### config.mk
export PLATFORM = sky130hd
export DESIGN_NAME = plti_div
export DESIGN_NICKNAME = d
export VERILOG_FILES = /design/src/design/piecewise_linear_table_interp_top_assert.svh /design/src/design/plti_pkg.sv /design/src/design/plti_div.sv
export SDC_FILE = /design/constraint.sdc
export NUM_CORES = 1
export LEC_CHECK = 0
export ABC_CLOCK_PERIOD_IN_PS = 3400
export BUFFER_PORTS_ARGS = -buffer_cell sky130_fd_sc_hd__clkbuf_2
export CORE_MARGIN = 2
export CORE_UTILIZATION = 33
export DETAILED_ROUTE_END_ITERATION = 7
export GPL_TIMING_DRIVEN = 0
export SYNTH_ARGS = -nofsm -noshare
export SYNTH_HDL_FRONTEND = slang
export SYNTH_SLANG_ARGS = --single-unit
export TNS_END_PERCENT = 20
### constraint.sdc
create_clock -name clock -period 3.4 [get_ports clock]
set_input_delay 0.68 -clock clock [delete_from_list [all_inputs] [get_ports clock]]
set_output_delay 0.68 -clock clock [all_outputs]
set_load 0.1 [all_outputs]
### src/design/piecewise_linear_table_interp_top_assert.svh
// Assertion macros shared by the piecewise linear table interpolator.
`ifndef PIECEWISE_LINEAR_TABLE_INTERP_TOP_ASSERT_SVH
`define PIECEWISE_LINEAR_TABLE_INTERP_TOP_ASSERT_SVH
`ifndef SYNTHESIS
`define PLTI_ASSERT_IMP(label, clk, rst, ante, cons, msg) \
   label: assert property (@(posedge clk) disable iff (rst) (ante) |-> (cons)) \
      else $error(msg);
`define PLTI_ASSERT_NXT(label, clk, rst, ante, cons, msg) \
   label: assert property (@(posedge clk) disable iff (rst) (ante) |=> (cons)) \
      else $error(msg);
`else
`define PLTI_ASSERT_IMP(label, clk, rst, ante, cons, msg)
`define PLTI_ASSERT_NXT(label, clk, rst, ante, cons, msg)
`endif
`endif

### src/design/plti_pkg.sv
// Shared types and constants of the piecewise linear table interpolator.
`timescale 1ns / 1ps
`default_nettype none
package plti_pkg;

   localparam int DENS_W = 16;
   localparam int LAC_W  = 32;
   localparam int ENT_W  = DENS_W + LAC_W;
   localparam int PROD_W = DENS_W + LAC_W;
   localparam int DCNT_W = $clog2(LAC_W);

   localparam logic [1:0] ACT_LOOKUP = 2'd0;
   localparam logic [1:0] ACT_APPEND = 2'd1;
   localparam logic [1:0] ACT_CLEAR  = 2'd2;

   localparam logic [1:0] STAT_OK    = 2'd0;
   localparam logic [1:0] STAT_EMPTY = 2'd1;
   localparam logic [1:0] STAT_FULL  = 2'd2;

   typedef struct packed {
      logic start;
   } div_ctl_type;

   typedef struct packed {
      logic busy;
      logic done;
   } div_stat_type;

endpackage
`default_nettype wire

### src/design/plti_div.sv
// Bit-serial divider that forms one quotient bit per cycle.
`timescale 1ns / 1ps
`default_nettype none
module plti_div
   import plti_pkg::*;
(
   input  wire logic              clock,
   input  wire logic              reset,
   input  wire div_ctl_type       div_ctl,
   input  wire logic [PROD_W-1:0] numer,
   input  wire logic [DENS_W-1:0] denom,
   output div_stat_type           div_stat,
   output logic      [LAC_W-1:0]  quot
);

   logic [DENS_W-1:0] rem_ff, rem_in;
   logic [LAC_W-1:0]  quo_ff, quo_in;
   logic [DENS_W-1:0] den_ff, den_in;
   logic [DCNT_W-1:0] cnt_ff, cnt_in;
   logic              busy_ff, busy_in;
   logic              done_ff, done_in;
   logic [DENS_W:0]   shifted;
   logic [DENS_W+1:0] trial;
   logic              borrow;

   always_comb begin
      shifted = {rem_ff, quo_ff[LAC_W-1]};
      trial   = {1'b0, shifted} - {2'b00, den_ff};
      borrow  = trial[DENS_W+1];
      rem_in  = rem_ff;
      quo_in  = quo_ff;
      den_in  = den_ff;
      cnt_in  = cnt_ff;
      busy_in = busy_ff;
      done_in = 1'b0;
      if (div_ctl.start) begin
         rem_in  = numer[PROD_W-1:LAC_W];
         quo_in  = numer[LAC_W-1:0];
         den_in  = denom;
         cnt_in  = '0;
         busy_in = 1'b1;
      end else if (busy_ff) begin
         rem_in = borrow ? shifted[DENS_W-1:0] : trial[DENS_W-1:0];
         quo_in = {quo_ff[LAC_W-2:0], ~borrow};
         cnt_in = cnt_ff + DCNT_W'(1);
         if (cnt_ff == DCNT_W'(LAC_W - 1)) begin
            busy_in = 1'b0;
            done_in = 1'b1;
         end
      end
   end

   always_ff @(posedge clock) begin
      rem_ff <= rem_in;
      quo_ff <= quo_in;
      den_ff <= den_in;
      if (reset) begin
         cnt_ff  <= '0;
         busy_ff <= 1'b0;
         done_ff <= 1'b0;
      end else begin
         cnt_ff  <= cnt_in;
         busy_ff <= busy_in;
         done_ff <= done_in;
      end
   end

   assign div_stat.busy = busy_ff;
   assign div_stat.done = done_ff;
   assign quot          = quo_ff;

endmodule
`default_nettype wire

==> qor.yml, run 1 <==
yosys:
  synth_cell_types: 54
  synth_top_area_cell: "edfxtp_1"
  synthCells: 332
  synth_most_common_cell: "edfxtp_1"
  synth_area_um2: 3980
  yosysWarnings: 0
  yosys-top-cells-count: "64 x edfxtp_1, 33 x mux2_2, 21 x nand2_1, 20 x inv_1, 18 x ha_1"
  yosys_register_bits: 71
  syn_nets: 418
  seq_area_frac_synth_pct: 51.8
  async_reset_ff_share_pct: 0
  synth_edf_count: 64
  synth.avg_cell_area_um2: 12.0
  ys.flop_type: "edfxtp_1"
  synth_area_leaders: "edfxtp_1 48%, mux2_2 9.3%, ha_1 5.7%"
  synth.top_cell.area_share_pct: 48.3
setup_path:
  worst-endpoint-required_ns: 3.36
  crit_type: "in2reg"
  reg2reg_depth: 9
  regToRegSetupSlack_ns: 0.74
  critPathArrivalTime_ns: 2.82
  cp_max_fo: 48
  startpoint_type: "input port"
  critPathCaptureType: "flip-flop"
  reg2reg_from: "quot[31]"
  reg2reg_to: "rem_ff[14]"
run_status:
  status: "finished, final reports clean"
clock_tree:
  clock_latency_ns: 0.33
  cts_root_buf: "clkbuf_16"
  clock_path_buffers: 2
  clock-sinks: 71
  cts_setup_buffers: 0
  cts.clk_slew.worst_paths_ns: 0.05
  cts_buffers: 9
  h-tree-depth: 3
  tritoncts: "done"
placed_design:
  place_area_um2: 4660
  hpwl_um: 6600
  routabilityCongestion: 0.791
  dpl_worst_slack_ns: -0.218
  port_buffers: 100
grt:
  antenna_found_initial: 0
  grt_max_degree: 49
  gr-usage-all-layers_pct: 14.7
  grt_pass1_wl_um: 14800
  grt_pass1_vias: 3071
  grt-ovfl-total: 0
cells_and_area:
  drive_above_1_share_pct: 36.8
  fin_nets: 529
  multiInputGateArea_um2: 1730
  seq_area_um2: 2060
  area_growth_pct: 24.0
  fin_area_um2: 4930
  n_fill_cell: 1140
  diodes: 0
die:
  die_x_um: 114
  start_util_pct: 33.4
  num_rows: 40
  coreArea_um2: 11900
  die_y_um: 114
  io_pins: 101
  die_area_um2: 13000
hold_path:
  hold_end: "cnt_ff[4]"
  hold_depth: 2
  min_from: "cnt_ff[4]"
  hold_path.class: "reg2reg"
timing:
  setup_viol: 0
  period_share_pct: 84.3
  fin_skew_ns: 0.00683
  worst_pin_slew_ns: 0.700
  min_period_ns: 2.87
  maxSlewViolCount: 0
  hold_viol: 0
  setup_ws_ns: 0.535
  rsz0062_at_grt: "false"
  slew_headroom_pct: 53.4
  fmax_mhz: 349
detailed_routing:
  drt_iter0_markers: 145
  detail_route.vias_per_cell: 5.05
  vias: 3007
  first_pass_iters: 5
  ant_nets: 0
  drc: 0
  wirelength_um: 9120
  wire_per_inst_um: 15.3
flow_run:
  drv_cap: 0
pwr:
  finalPower_mw: 3.51
  p_leak_nw: 2.09
  power_density_nw_per_um2: 712
  ir_drop_v: 0.000306
-- per-layer routing --
| layer | up-vias | part of all wire [%] | track usage, % |
|---|---|---|---|
| li1 | 1481 | - | - |
| met1 | 1423 | 45 | 17.6 |
| met2 | 93 | 46 | 24.7 |
| met3 | 10 | 7.5 | 4.89 |
| met4 | 0 | 1.2 | 5.20 |
| met5 | - | 0 | 0 |
-- cells by family (layout without fill, tap and decap cells) --
logic type | count (synthesis) | count (layout) | synth area share [%]
compound gates | 65 | 65 | 11.9
xor+xnor | 12 | 12 | 2.64
fa+ha+maj | 19 | 19 | 6.16
buf+inv | 42 | 158 | 4.75
flops | 71 | 71 | 51.8
mux | 41 | 41 | 11.3
simple gates | 82 | 82 | 11.4
-- worst max path at each step --
stage / endpoint / startpoint / depth (start not counted) / slack, ns
2_1_floorplan: rem_ff[14] / quot[31] / 9 / 0.35
3_3_place_gp: quot[28] / div_ctl / 4 / -0.26
3_5_place_dp: quot[27] / div_ctl / 4 / -0.22
4_1_cts: quot[23] / div_ctl / 4 / 0.11
5_1_grt: quot[23] / div_ctl / 4 / 0.38
6_report: rem_ff[4] / div_ctl / 4 / 0.53
-- what timing repair did --
| item | CTS | global route |
|---|---|---|
| hold buffers | 0 | 0 |
| resized for setup | 0 | 1 |
| endpoints found under the setup margin | 0 | 29 |
-- registers in the layout (all words and copies together), names as in the netlist --
signal	flops
cnt_ff	5
done_ff	1
busy_ff	1
rem_ff	16
quot	32
den_ff	16
-- per-stage QoR --
| stage | hold slack, ns | TNS (ns) | cells | utilization (%) |
|---|---|---|---|---|
| 5_1_grt | 0.511 | 0 | 595 | 41.4 |
| 3_5_place_dp | 0.494 | -10.33 | 579 | 39.2 |
| 6_report | 0.501 | 0 | 595 | 41.4 |
| 3_3_place_gp | 0.479 | -12.21 | 579 | 39.2 |
| 2_1_floorplan | 0.467 | 0 | 332 | - |
| 4_1_cts | 0.507 | 0 | 595 | 41.4 |
-- critical path, cell delays in order --
cell,delay [ns]
clkbuf_2,0.43
clkbuf_1,0.51
clkbuf_1,0.49
or2_4,0.68
-- placed cells by master (no fill, tap or decap), drive strengths merged, types with 7 or more instances in the layout --
| master | count |
|---|---|
| o21ai | 7 |
| nor2b | 11 |
| nor2 | 10 |
| dfxtp | 7 |
| a21oi | 18 |
| nand3b | 8 |
| mux2i | 8 |
| inv | 20 |
| xor2 | 7 |
| ha | 18 |
| edfxtp | 64 |
| nand2 | 21 |
| mux2 | 33 |
| clkbuf | 119 |
| buf | 13 |
-- power breakdown --
group | internal, mW | switching (mW) | total, mW
combinational | 0.517 | 0.960 | 1.48
sequential | 1.13 | 0.0667 | 1.19
clock | 0.489 | 0.355 | 0.844
total | 2.13 | 1.38 | 3.51
-- area by class of cell --
cell class	count	share of cell area, %
clock buffer	10	4.64
timing repair buffer	100	10.1
multi-input combinational	219	35.1
inverter	20	1.52
sequential	71	41.8
clock inverter	6	0.761
tap	147	3.73
buffer	22	2.31
No activity file was read; power rests on OpenSTA's default activity.
==> run 2: changes to the inputs <==
Settings changed: ABC_CLOCK_PERIOD_IN_PS 3400 to 2330.
Clock period 3.4 ns to 2.33 ns, I/O delays scaled along.
==> qor.yml, run 2 (synthesis gave the netlist of run 1 again) <==
die:
  die_area_um2: 13000  # unchanged
  start_util_pct: 33.4  # unchanged
  coreArea_um2: 11900  # unchanged
  num_rows: 40  # unchanged
  die_y_um: 114  # unchanged
  io_pins: 101  # unchanged
  die_x_um: 114  # unchanged
grt:
  gr-usage-all-layers_pct: 16.1  # was 14.7%
  grt_max_degree: 25  # was 49
  antenna_found_initial: 0  # unchanged
  grt_pass1_vias: 3258  # was 3,071
  grt_pass1_wl_um: 16000  # was 14,800 µm
  grt-ovfl-total: 0  # unchanged
clock_tree:
  clock_path_buffers: 2  # unchanged
  clock-sinks: 71  # unchanged
  clock_latency_ns: 0.34  # was 0.33 ns
  cts.clk_slew.worst_paths_ns: 0.06  # was 0.05 ns
  cts_buffers: 9  # unchanged
  tritoncts: "done"  # unchanged
  h-tree-depth: 3  # unchanged
  cts_root_buf: "clkbuf_16"  # unchanged
  hold_buffers: 0  # unchanged
run_status:
  status: "complete, but fails checks"  # was finished, final reports clean
  violations: "negative setup slack"
timing:
  fin_skew_ns: 0.00708  # was 0.00683 ns
  holdWs_ns: 0.293  # was 0.501 ns
  maxSlewViolCount: 0  # unchanged
  setup_viol: 16  # was 0
  fmax_mhz: 412
  hold_viol: 0  # unchanged
  rsz0062_at_grt: "true"  # was false
  worst_pin_slew_ns: 0.663  # was 0.700 ns
  slew_headroom_pct: 55.8  # was 53.4%
  setup_ws_ns: -0.0951  # was 0.535 ns
  min_period_ns: 2.43
  period_share_pct: 104
  tns_ns: -0.759  # was 0 ns
cells_and_area:
  multiInputGateArea_um2: 2020  # was 1730 µm²
  final_cell_mix: "102 x clkbuf_2, 64 x edfxtp_1, 33 x mux2_2"  # was 101 x clkbuf_2, 64 x edfxtp_1, 33 x mux2_2
  area_growth_pct: 35.6  # was 24.0%
  n_fill_cell: 1103  # was 1,140
  fin_area_um2: 5400  # was 4930 µm²
  seq_area_um2: 2060  # unchanged
  final_common_cell: "clkbuf_2"  # unchanged
  diodes: 0  # unchanged
  fin_nets: 544  # was 529
  drive_above_1_share_pct: 47.3  # was 36.8%
  post-route-util_pct: 45.3  # was 41.4%
  final_cells: 610  # was 595
  largest_reg_flops: 32  # unchanged
placed_design:
  hpwl_um: 6820  # was 6600 µm
  routabilityCongestion: 0.845  # was 0.791
  place_inst: 579  # unchanged
  dpl_worst_slack_ns: -1.21  # was -0.218 ns
  port_buffers: 100  # unchanged
  place_area_um2: 4670  # was 4660 µm²
setup_path:
  regToRegSetupSlack_ns: -0.1  # was 0.74 ns
  cp_max_fo: 10  # was 48
  cp_cell_sequence: "ha_4 -> buf_6 -> nand2_2 -> or3_1 -> a21oi_2 -> o31ai_4 -> buf_2 -> a221o_1"  # was clkbuf_2 -> clkbuf_1 -> clkbuf_1 -> or2_4
  critPathSlowestCell: "edfxtp_1"  # was or2_4
  critPathArrivalTime_ns: 2.51  # was 2.82 ns
  critPathMaxStageDelay_ns: 0.43  # was 0.68 ns
  worst-endpoint-required_ns: 2.41  # was 3.36 ns
  crit_buf_inv: 2  # was 3
  critPathCaptureType: "flip-flop"  # unchanged
  cp_top_family: "compound AO/OA/AOI/OAI gates"  # was buffers and inverters
  crit_type: "reg2reg"  # was in2reg
  startpoint_type: "flip-flop"  # was input port
detailed_routing:
  first_pass_iters: 4  # was 5
  detail_route.vias_per_cell: 5.12  # was 5.05
  drc: 0  # unchanged
  ant_nets: 0  # unchanged
  wire_per_inst_um: 16.8  # was 15.3 µm
  drt_iter0_markers: 144  # was 145
  wirelength_um: 10300  # was 9120 µm
  vias: 3122  # was 3,007
pwr:
  ir_drop_v: 0.000856  # was 0.000306 V
  power_density_nw_per_um2: 1090  # was 712 nW/µm²
  p_leak_nw: 2.24  # was 2.09 nW
  finalPower_mw: 5.89  # was 3.51 mW
flow_run:
  drv_cap: 0  # unchanged
hold_path:
  hold_path.class: "in2reg"  # was reg2reg
## run 2: final cells by class
class	instances	area share, %
sequential	71	38.2
inverter	20	1.39
buffer	21	2.67
tap	147	3.41
timing repair buffer	115	11.3
clock inverter	7	1.48
clock buffer	9	4.17
multi-input combinational	220	37.4
## run 2: path summary, 6_finish.rpt
path,start,to,cells past startpoint
worst min register to register,cnt_ff[4],cnt_ff[4],2
worst max register to register,rem_ff[8],rem_ff[14],8
worst min-delay path,denom[3],den_ff[3],1
worst max-delay path,rem_ff[8],rem_ff[14],8
## run 2: what timing repair did
item	CTS	global route
setup buffers	5	9
gates resized for setup	27	41
pin swaps	6	21
endpoints found under the setup margin	94	17
endpoints found under the hold margin	0	0
gates cloned	1	1
## run 2: report_power, final
group | internal [mW] | switching, mW | leakage (nW) | total [mW]
combinational | 1.08 | 1.61 | 1.39 | 2.69
sequential | 1.64 | 0.122 | 0.698 | 1.76
clock | 0.844 | 0.593 | 0.148 | 1.44
total | 3.57 | 2.32 | 2.24 | 5.89
## run 2: metal layers
layer / vias to the layer above / part of all wire, % / wire length (µm) / GRT usage (%)
li1: 1503 / - / - / -
met4: 0 / 1.8 / 184 / 5.53
met3: 16 / 8.6 / 885 / 7.23
met2: 117 / 47 / 4780 / 26.2
met5: - / 0 / 0 / 0
met1: 1486 / 43 / 4420 / 18.8
