### src/design/piecewise_linear_table_interp_top_assert.svh
// Assertion macros shared by the piecewise linear table interpolator.
`ifndef PIECEWISE_LINEAR_TABLE_INTERP_TOP_ASSERT_SVH
`define PIECEWISE_LINEAR_TABLE_INTERP_TOP_ASSERT_SVH
`ifndef SYNTHESIS
`define PLTI_ASSERT_IMP(label, clk, rst, ante, cons, msg) \
   label: assert property (@(posedge clk) disable iff (rst) (ante) |-> (cons)) \
      else $error(msg);
`define PLTI_ASSERT_NXT(label, clk, rst, ante, cons, msg) \
   label: assert property (@(posedge clk) disable iff (rst) (ante) |=> (cons)) \
      else $error(msg);
`else
`define PLTI_ASSERT_IMP(label, clk, rst, ante, cons, msg)
`define PLTI_ASSERT_NXT(label, clk, rst, ante, cons, msg)
`endif
`endif

### src/design/plti_ram.sv
// Generic simple dual-port RAM with a registered read port.
`timescale 1ns / 1ps
`default_nettype none
module plti_ram #(
   parameter int WIDTH = 8,
   parameter int DEPTH = 16
) (
   input  wire logic                     clock,
   input  wire logic                     wr_en,
   input  wire logic [$clog2(DEPTH)-1:0] wr_addr,
   input  wire logic [WIDTH-1:0]         wr_data,
   input  wire logic [$clog2(DEPTH)-1:0] rd_addr,
   output logic      [WIDTH-1:0]         rd_data
);

   logic [WIDTH-1:0] mem_ff [DEPTH];
   logic [WIDTH-1:0] rd_data_ff;

   always_ff @(posedge clock) begin
      if (wr_en) begin
         mem_ff[wr_addr] <= wr_data;
      end
      rd_data_ff <= mem_ff[rd_addr];
   end

   assign rd_data = rd_data_ff;

endmodule
`default_nettype wire

### config.mk
export PLATFORM = sky130hd
export DESIGN_NAME = plti_ram
export DESIGN_NICKNAME = d
export VERILOG_FILES = /design/src/design/piecewise_linear_table_interp_top_assert.svh /design/src/design/plti_ram.sv
export SDC_FILE = /design/constraint.sdc
export NUM_CORES = 1
export LEC_CHECK = 0
export ABC_AREA = 1
export BUFFER_PORTS_ARGS = -buffer_cell sky130_fd_sc_hd__buf_2
export CELL_PAD_IN_SITES_DETAIL_PLACEMENT = 1
export CELL_PAD_IN_SITES_GLOBAL_PLACEMENT = 1
export CORE_ASPECT_RATIO = 2
export CORE_UTILIZATION = 46
export DETAILED_ROUTE_END_ITERATION = 8
export PLACE_DENSITY = 0.82
export SYNTH_ARGS = -nofsm -noshare
export SYNTH_HDL_FRONTEND = slang
export SYNTH_SLANG_ARGS = --single-unit
export TNS_END_PERCENT = 1
### constraint.sdc
create_clock -name clock -period 2.61 [get_ports clock]
set_clock_uncertainty 0.2 [all_clocks]
set_input_delay 0.261 -clock clock [delete_from_list [all_inputs] [get_ports clock]]
set_output_delay 0.261 -clock clock [all_outputs]
set_load 0.03 [all_outputs]
==> results of run 1 <==
-- where the power goes --
part	internal, uW	switching (uW)
Combinational	84.6	236
Clock	1500	957
Sequential	2440	15.5
-- per-stage QoR --
stage / instances / total power, uW / setup WS (ns) / utilization (%) / area (um2)
5_1_grt: 749 / 5380 / 1.044 / 54.59 / 6658
3_5_place_dp: 717 / 2820 / 0.7582 / 49.67 / 6057
4_1_cts: 749 / 5275 / 1.121 / 54.59 / 6658
2_1_floorplan: 551 / 2700 / 1.198 / - / 5767
3_3_place_gp: 717 / 2801 / 0.8252 / 49.67 / 6057
6_report: 749 / 5236 / 1.136 / 54.59 / 6658
-- registers in the layout (all words and copies together), names as in the netlist --
| register | flops |
|---|---|
| mem_ff | 128 |
| rd_data | 8 |
-- Yosys cell counts, drive strengths merged --
cell / count / share of area, %
dfxtp: 8 / 2.8
edfxtp: 128 / 67
nand3b: 2 / 0.26
nor2: 17 / 1.1
buf: 24 / 2.9
nand3: 97 / 8.4
inv: 102 / 6.6
nand2: 173 / 11
-- final cells by class --
class	count	share of cell area [%]
Tap cell	147	2.763
Multi-Input combinational cell	289	18.23
Clock inverter	15	2.631
Timing Repair Buffer	43	4.097
Inverter	102	5.751
Clock buffer	17	6.390
Sequential cell	136	60.14
-- layer usage --
| metal | GRT usage [%] | up-vias | share of wire (%) |
|---|---|---|---|
| met2 | 44.88 | 126 | 56 |
| li1 | - | 1851 | - |
| met3 | 5.170 | 38 | 4.4 |
| met4 | 12.99 | 0 | 3.7 |
| met1 | 28.51 | 1918 | 36 |
| met5 | 0 | - | 0 |
-- critical path, stage by stage --
cell and delay (ns):
buf_2 0.10, buf_4 0.55, nand2_1 0.18, nand3_1 0.13, nand3_1 0.10, nand3_1 0.17
nand2_1 0.06
-- path summary, 6_finish.rpt --
| path | from | end | slack (ns) |
|---|---|---|---|
| setup / recovery | rd_addr[0] | rd_data[5]$_DFF_P_ | 1.14 |
| hold reg to reg | mem_ff[12][1]$_DFFE_PP_ | rd_data[1]$_DFF_P_ | 0.48 |
| setup reg to reg | mem_ff[5][3]$_DFFE_PP_ | rd_data[3]$_DFF_P_ | 1.33 |
| hold / removal | rd_addr[3] | rd_data[1]$_DFF_P_ | 0.03 |
-- logic make-up (layout without fill, tap and decap cells) --
| logic type | count (synthesis) | count (layout) | share of synthesized area (%) |
|---|---|---|---|
| flops | 136 | 136 | 69.43 |
| simple gates | 289 | 289 | 21.05 |
| buf+inv | 126 | 177 | 9.525 |
==> run_summary.xml, run 1 <==
<?xml version="1.0" encoding="UTF-8"?>
<metrics>
  <group name="status">
    <metric name="outcome" unit="">completed</metric>
  </group>
  <group name="floorplanning">
    <metric name="die_width" unit="um">81.17</metric>
    <metric name="die-height" unit="um">160.3</metric>
    <metric name="core_area" unit="um2">12200</metric>
    <metric name="initial_utilization" unit="%">47.29</metric>
    <metric name="row_count" unit="">57</metric>
    <metric name="top_level_ports" unit="">26</metric>
    <metric name="dieArea" unit="um2">13020</metric>
  </group>
  <group name="synth">
    <metric name="synthesis.nets" unit="">569</metric>
    <metric name="synth_cells" unit="">551</metric>
    <metric name="syn_avg_cell_area" unit="um2">10.47</metric>
    <metric name="synthesis.yosys.warnings" unit="">0</metric>
    <metric name="synth_seq_area_share" unit="%">69.43</metric>
    <metric name="postSynthRegisterBits" unit="">136</metric>
    <metric name="mappedNetlistArea" unit="um2">5767</metric>
    <metric name="synth.lib_cells_used.distinct" unit="">12</metric>
  </group>
  <group name="final_layout">
    <metric name="layout_common_cells" unit="">nand2_1, edfxtp_1, inv_1, nand3_1, buf_2</metric>
    <metric name="fillers" unit="">1294</metric>
    <metric name="post_route_cells_drive_above_1_share" unit="%">12.46</metric>
    <metric name="sequential_cell_area_in_the_final_layout" unit="um2">4004</metric>
    <metric name="nNetsFinal" unit="">607</metric>
    <metric name="mostFrequentLayoutCell" unit="">nand2_1</metric>
    <metric name="area.growth.synth_to_final" unit="%">15.45</metric>
    <metric name="antenna_cells" unit="">0</metric>
    <metric name="multi_input_combinational_cell_area" unit="um2">1214</metric>
  </group>
  <group name="cts">
    <metric name="clock-sinks" unit="">136</metric>
    <metric name="h_tree_depth" unit="">4</metric>
    <metric name="cts_hold_repair.buffers" unit="">0</metric>
    <metric name="cts_max_path_bufs" unit="">2</metric>
    <metric name="clock-root-buffer" unit="">clkbuf_16</metric>
    <metric name="clk_lat_worst_skew" unit="ns">0.42</metric>
    <metric name="tritoncts.num_buffers" unit="">17</metric>
    <metric name="clk_transition_reported_paths" unit="ns">0.06</metric>
    <metric name="cts-resized-gates" unit="">0</metric>
    <metric name="postCtsSetupBuffers" unit="">0</metric>
    <metric name="tritoncts" unit="">yes</metric>
  </group>
  <group name="sta">
    <metric name="timing.final.hold_violations" unit="">0</metric>
    <metric name="slew-limit-headroom" unit="%">45.69</metric>
    <metric name="finalWorstPathRequiredPeriod" unit="ns">1.474</metric>
    <metric name="finalHoldWorstSlack" unit="ns">0.03017</metric>
    <metric name="fmax" unit="GHz">0.6785</metric>
    <metric name="unrepaired_setup_endpoints_after_global_routing" unit="">no</metric>
    <metric name="setup-violations-final" unit="">0</metric>
    <metric name="ratio_of_final_minimum_period_to_clock_period" unit="%">56.47</metric>
    <metric name="report.final.slew_viol_count" unit="">0</metric>
    <metric name="totalNegativeSetupSlack" unit="ns">0</metric>
    <metric name="worst-slew-pin-transition" unit="ns">0.8116</metric>
  </group>
  <group name="grt">
    <metric name="grtUsageTotal" unit="%">25.64</metric>
    <metric name="grt_max_degree" unit="">65</metric>
    <metric name="grt_antenna_before_repair" unit="">0</metric>
    <metric name="grt_first_pass_wirelength" unit="um">23300</metric>
    <metric name="grt_overflow_total" unit="">0</metric>
    <metric name="first_global_vias" unit="">4265</metric>
  </group>
  <group name="routing">
    <metric name="drtAntennaViolNets" unit="">0</metric>
    <metric name="drt-wirelength-per-cell" unit="um">19.92</metric>
    <metric name="detailedRoute.firstIterationViolations" unit="">227</metric>
    <metric name="remaining_drc_errors" unit="">0</metric>
    <metric name="drt_pass1_iterations" unit="">4</metric>
    <metric name="routed_wirelength" unit="um">14920</metric>
    <metric name="detailroute.via_count" unit="">3933</metric>
    <metric name="vias_per_cell" unit="">5.251</metric>
  </group>
  <group name="worst_hold_path">
    <metric name="hold_class" unit="">primary input to flip-flop</metric>
    <metric name="min_delay_path_depth" unit="">3</metric>
  </group>
  <group name="critical_path">
    <metric name="critical_path_class" unit="">primary input to flip-flop</metric>
    <metric name="critical_path.max_fanout" unit="">64</metric>
    <metric name="setup.worst_path.end_class" unit="">flip-flop</metric>
    <metric name="critical_path_required" unit="ns">2.72</metric>
    <metric name="arrival" unit="ns">1.59</metric>
    <metric name="worst_setup_path_start_kind" unit="">primary input</metric>
    <metric name="reg2reg_depth" unit="">6</metric>
  </group>
  <group name="power">
    <metric name="power.density" unit="nW/um2">786.5</metric>
    <metric name="max-vdd-ir-drop" unit="mV">0.6659</metric>
    <metric name="leakage" unit="uW">0.002892</metric>
  </group>
  <group name="placement">
    <metric name="gp_congestion" unit="">0.7896</metric>
    <metric name="port_buffers" unit="">25</metric>
    <metric name="post-dp-hpwl" unit="um">9270</metric>
  </group>
  <group name="run">
    <metric name="max-cap-violations" unit="">0</metric>
  </group>
</metrics>
Power figures use the tool's default switching activity.
==> run 2, diff against run 1 <==
--- a/config.mk
+++ b/config.mk
@@ -5,14 +5,14 @@
 export SDC_FILE = /design/constraint.sdc
 export NUM_CORES = 1
 export LEC_CHECK = 0
-export ABC_AREA = 1
+export ABC_AREA = 0
 export BUFFER_PORTS_ARGS = -buffer_cell sky130_fd_sc_hd__buf_2
 export CELL_PAD_IN_SITES_DETAIL_PLACEMENT = 1
 export CELL_PAD_IN_SITES_GLOBAL_PLACEMENT = 1
 export CORE_ASPECT_RATIO = 2
 export CORE_UTILIZATION = 46
 export DETAILED_ROUTE_END_ITERATION = 8
-export PLACE_DENSITY = 0.82
+export PLACE_DENSITY = 0.79
 export SYNTH_ARGS = -nofsm -noshare
 export SYNTH_HDL_FRONTEND = slang
 export SYNTH_SLANG_ARGS = --single-unit
==> constraint.sdc (replaced) <==
create_clock -name clock -period 1.18 [get_ports clock]
set_clock_uncertainty 0.2 [all_clocks]
set_input_delay 0.118 -clock clock [delete_from_list [all_inputs] [get_ports clock]]
set_output_delay 0.118 -clock clock [all_outputs]
set_load 0.03 [all_outputs]
==> run_summary.xml, run 2 <==
<?xml version="1.0" encoding="UTF-8"?>
<metrics>
  <group name="status">
    <metric name="outcome" unit="">finished with violations</metric>
    <metric name="violations" unit="">setup timing</metric>
  </group>
  <group name="floorplanning">
    <metric name="die-height" unit="um">151.6</metric>
    <metric name="die_width" unit="um">76.80</metric>
    <metric name="dieArea" unit="um2">11640</metric>
    <metric name="core_area" unit="um2">10880</metric>
    <metric name="row_count" unit="">54</metric>
    <metric name="initial_utilization" unit="%">47.32</metric>
    <metric name="top_level_ports" unit="">26</metric>
  </group>
  <group name="critical_path">
    <metric name="critical_path_cell_count" unit="">3</metric>
    <metric name="critical-path-top-delay-family" unit="">multiplexers</metric>
    <metric name="rrSetupSlack" unit="ns">-0.32</metric>
    <metric name="setup.worst_path.end_class" unit="">flip-flop</metric>
    <metric name="arrival" unit="ns">1.59</metric>
    <metric name="origin_of_the_critical_flop_to_flop_path" unit="">mem_ff[2][4]$_DFFE_PP_</metric>
    <metric name="cpPeakStageDelay" unit="ns">0.48</metric>
    <metric name="reg2reg_depth" unit="">3</metric>
    <metric name="crit_path_cell_trace" unit="">mux4_2 &gt; a22oi_2 &gt; nand2_1</metric>
    <metric name="critPathSlowestCell" unit="">mux4_2</metric>
    <metric name="critical_path_required" unit="ns">1.28</metric>
    <metric name="cp_num_buf_inv" unit="">0</metric>
    <metric name="critical_path_class" unit="">flip-flop to flip-flop</metric>
    <metric name="critical_path.max_fanout" unit="">1</metric>
    <metric name="crit_path_start" unit="">mem_ff[2][4]$_DFFE_PP_</metric>
    <metric name="timing.critical_path.to" unit="">rd_data[4]$_DFF_P_</metric>
    <metric name="worst_setup_path_start_kind" unit="">flip-flop</metric>
    <metric name="r2r-end" unit="">rd_data[4]$_DFF_P_</metric>
  </group>
  <group name="synth">
    <metric name="synth_cells" unit="">229</metric>
    <metric name="synthesis.yosys.warnings" unit="">0</metric>
    <metric name="postSynthRegisterBits" unit="">136</metric>
    <metric name="ys.flop_type" unit="">edfxtp_1</metric>
    <metric name="commonest_cells_in_the_netlist" unit="">edfxtp_1, mux4_2, a22oi_1, mux4_1, nor2_1</metric>
    <metric name="mappedNetlistArea" unit="um2">5147</metric>
    <metric name="yosysTopAreaCellShare" unit="%">74.67</metric>
    <metric name="syn_avg_cell_area" unit="um2">22.48</metric>
    <metric name="netlist.top_cell.by_area" unit="">edfxtp_1</metric>
    <metric name="synthesis.nets" unit="">247</metric>
    <metric name="synth_seq_area_share" unit="%">77.78</metric>
    <metric name="synth_most_common_cell" unit="">edfxtp_1</metric>
    <metric name="synth.lib_cells_used.distinct" unit="">19</metric>
    <metric name="netlist_top_cells_area" unit="">edfxtp_1, mux4_2, mux4_1</metric>
    <metric name="synthArstFlopShare" unit="%">0</metric>
    <metric name="count_of_flip_flops_with_a_built_in_enable_after_synthesis" unit="">128</metric>
  </group>
  <group name="sta">
    <metric name="report.final.slew_viol_count" unit="">0</metric>
    <metric name="fmax" unit="GHz">0.6686</metric>
    <metric name="ratio_of_final_minimum_period_to_clock_period" unit="%">126.7</metric>
    <metric name="setup-violations-final" unit="">13</metric>
    <metric name="slew-limit-headroom" unit="%">30.80</metric>
    <metric name="finalWorstPathRequiredPeriod" unit="ns">1.496</metric>
    <metric name="worst-slew-pin-transition" unit="ns">1.034</metric>
    <metric name="unrepaired_setup_endpoints_after_global_routing" unit="">yes</metric>
    <metric name="timing.final.hold_violations" unit="">0</metric>
    <metric name="post-route-worst-setup-slack" unit="ns">-0.3156</metric>
  </group>
  <group name="final_layout">
    <metric name="final_util" unit="%">59.14</metric>
    <metric name="largest_register_ffs" unit="">128</metric>
    <metric name="area.growth.synth_to_final" unit="%">24.99</metric>
    <metric name="fillers" unit="">924</metric>
    <metric name="mostFrequentLayoutCell" unit="">edfxtp_1</metric>
    <metric name="nNetsFinal" unit="">323</metric>
    <metric name="post_route_cells_drive_above_1_share" unit="%">45.60</metric>
    <metric name="layout_common_cells" unit="">edfxtp_1, mux4_2, buf_4, clkbuf_16, buf_2</metric>
    <metric name="multi_input_combinational_cell_area" unit="um2">1086</metric>
    <metric name="largest_register" unit="">mem_ff</metric>
    <metric name="antenna_cells" unit="">0</metric>
    <metric name="layout.cells.non_filler" unit="">458</metric>
    <metric name="sequential_cell_area_in_the_final_layout" unit="um2">4013</metric>
  </group>
  <group name="grt">
    <metric name="grtUsageTotal" unit="%">21.07</metric>
    <metric name="first_global_vias" unit="">2831</metric>
    <metric name="grt_max_degree" unit="">24</metric>
    <metric name="grt_overflow_total" unit="">0</metric>
    <metric name="grt_antenna_before_repair" unit="">0</metric>
    <metric name="grt_first_pass_wirelength" unit="um">16500</metric>
  </group>
  <group name="routing">
    <metric name="drt_pass1_iterations" unit="">4</metric>
    <metric name="vias_per_cell" unit="">5.448</metric>
    <metric name="detailroute.via_count" unit="">2495</metric>
    <metric name="drt-wirelength-per-cell" unit="um">24.15</metric>
    <metric name="remaining_drc_errors" unit="">0</metric>
    <metric name="detailedRoute.firstIterationViolations" unit="">112</metric>
    <metric name="drtAntennaViolNets" unit="">0</metric>
    <metric name="routed_wirelength" unit="um">11060</metric>
  </group>
  <group name="cts">
    <metric name="clock-sinks" unit="">136</metric>
    <metric name="clk_transition_reported_paths" unit="ns">0.06</metric>
    <metric name="cts_max_path_bufs" unit="">2</metric>
    <metric name="tritoncts" unit="">yes</metric>
    <metric name="h_tree_depth" unit="">4</metric>
    <metric name="clock-root-buffer" unit="">clkbuf_16</metric>
    <metric name="tritoncts.num_buffers" unit="">17</metric>
    <metric name="clk_lat_worst_skew" unit="ns">0.41</metric>
  </group>
  <group name="placement">
    <metric name="port_buffers" unit="">25</metric>
    <metric name="place_inst" unit="">418</metric>
    <metric name="post-dp-hpwl" unit="um">7579</metric>
    <metric name="gp_congestion" unit="">0.7566</metric>
  </group>
  <group name="power">
    <metric name="finalPower" unit="uW">11390</metric>
    <metric name="power.density" unit="nW/um2">1771</metric>
    <metric name="max-vdd-ir-drop" unit="mV">1.289</metric>
    <metric name="leakage" unit="uW">0.002174</metric>
  </group>
  <group name="run">
    <metric name="max-cap-violations" unit="">0</metric>
  </group>
  <group name="worst_hold_path">
    <metric name="hold_class" unit="">primary input to flip-flop</metric>
  </group>
</metrics>
-- run 2: kinds of logic (layout without fill, tap and decap cells) --
family | after synthesis | count (layout) | synth area share, %
DFF | 136 | 136 | 77.78
AOI/OAI and AO/OA | 16 | 16 | 2.334
muxes | 32 | 32 | 15.02
buffers and inverters | 10 | 99 | 1.677
and+or+nand+nor | 35 | 35 | 3.184
-- run 2: what timing repair did --
action,CTS,global route
setup buffers,0,0
pin swaps,5,3
setup endpoints to repair,16,16
hold endpoints to repair,128,0
gates resized for setup,30,3
hold buffers,8,0
-- run 2: how the worst min path moves through the flow --
stage / start / to / cells past startpoint
floorplan: wr_data[0] / mem_ff[0][0]$_DFFE_PP_ / 0
global placement: wr_data[6] / mem_ff[6][6]$_DFFE_PP_ / 1
detailed placement: wr_data[6] / mem_ff[6][6]$_DFFE_PP_ / 1
CTS: rd_addr[0] / rd_data[0]$_DFF_P_ / 4
global route: rd_addr[0] / rd_data[0]$_DFF_P_ / 4
finish: rd_addr[0] / rd_data[0]$_DFF_P_ / 4
-- run 2: tightest hold or removal path: cells and delay by family --
| family | cells | cell delay [ns] |
|---|---|---|
| simple gates | 1 | 0.06 |
| mux | 1 | 0.24 |
| compound gates | 1 | 0.07 |
| buf+inv | 1 | 0.15 |
-- run 2: power breakdown --
group | switching (uW) | total [uW] | internal, uW
sequential | 40.6 | 5450 | 5410
combinational | 380 | 701 | 322
clock | 1950 | 5240 | 3290
-- run 2: through the flow --
stage	instance area, um2	worst slack [ns]	setup TNS (ns)	hold slack [ns]
after floorplan	5151	-0.2410	-16.47	0.01687
after global placement	5667	-0.5242	-34.17	0.3020
after detailed placement	5667	-0.5989	-40.38	0.3261
after CTS	6419	-0.3256	-2.604	0.05186
after global routing	6434	-0.3615	-2.922	0.09588
final	6434	-0.3156	-2.311	0.04953
-- run 2: per-layer routing --
| metal | vias up | GRT usage (%) | routed length, um |
|---|---|---|---|
| li1 | 1111 | - | - |
| met5 | - | 0 | 0 |
| met2 | 62 | 39.60 | 6529 |
| met3 | 15 | 4.671 | 313 |
| met1 | 1307 | 21.77 | 3978 |
| met4 | 0 | 10.38 | 238 |
-- run 2: final cells by class --
cell class	instances	area share, %
Clock buffer	18	6.671
Tap cell	140	2.723
Sequential cell	136	62.37
Timing Repair Buffer	67	8.907
Clock inverter	14	2.450
Multi-Input combinational cell	83	16.88
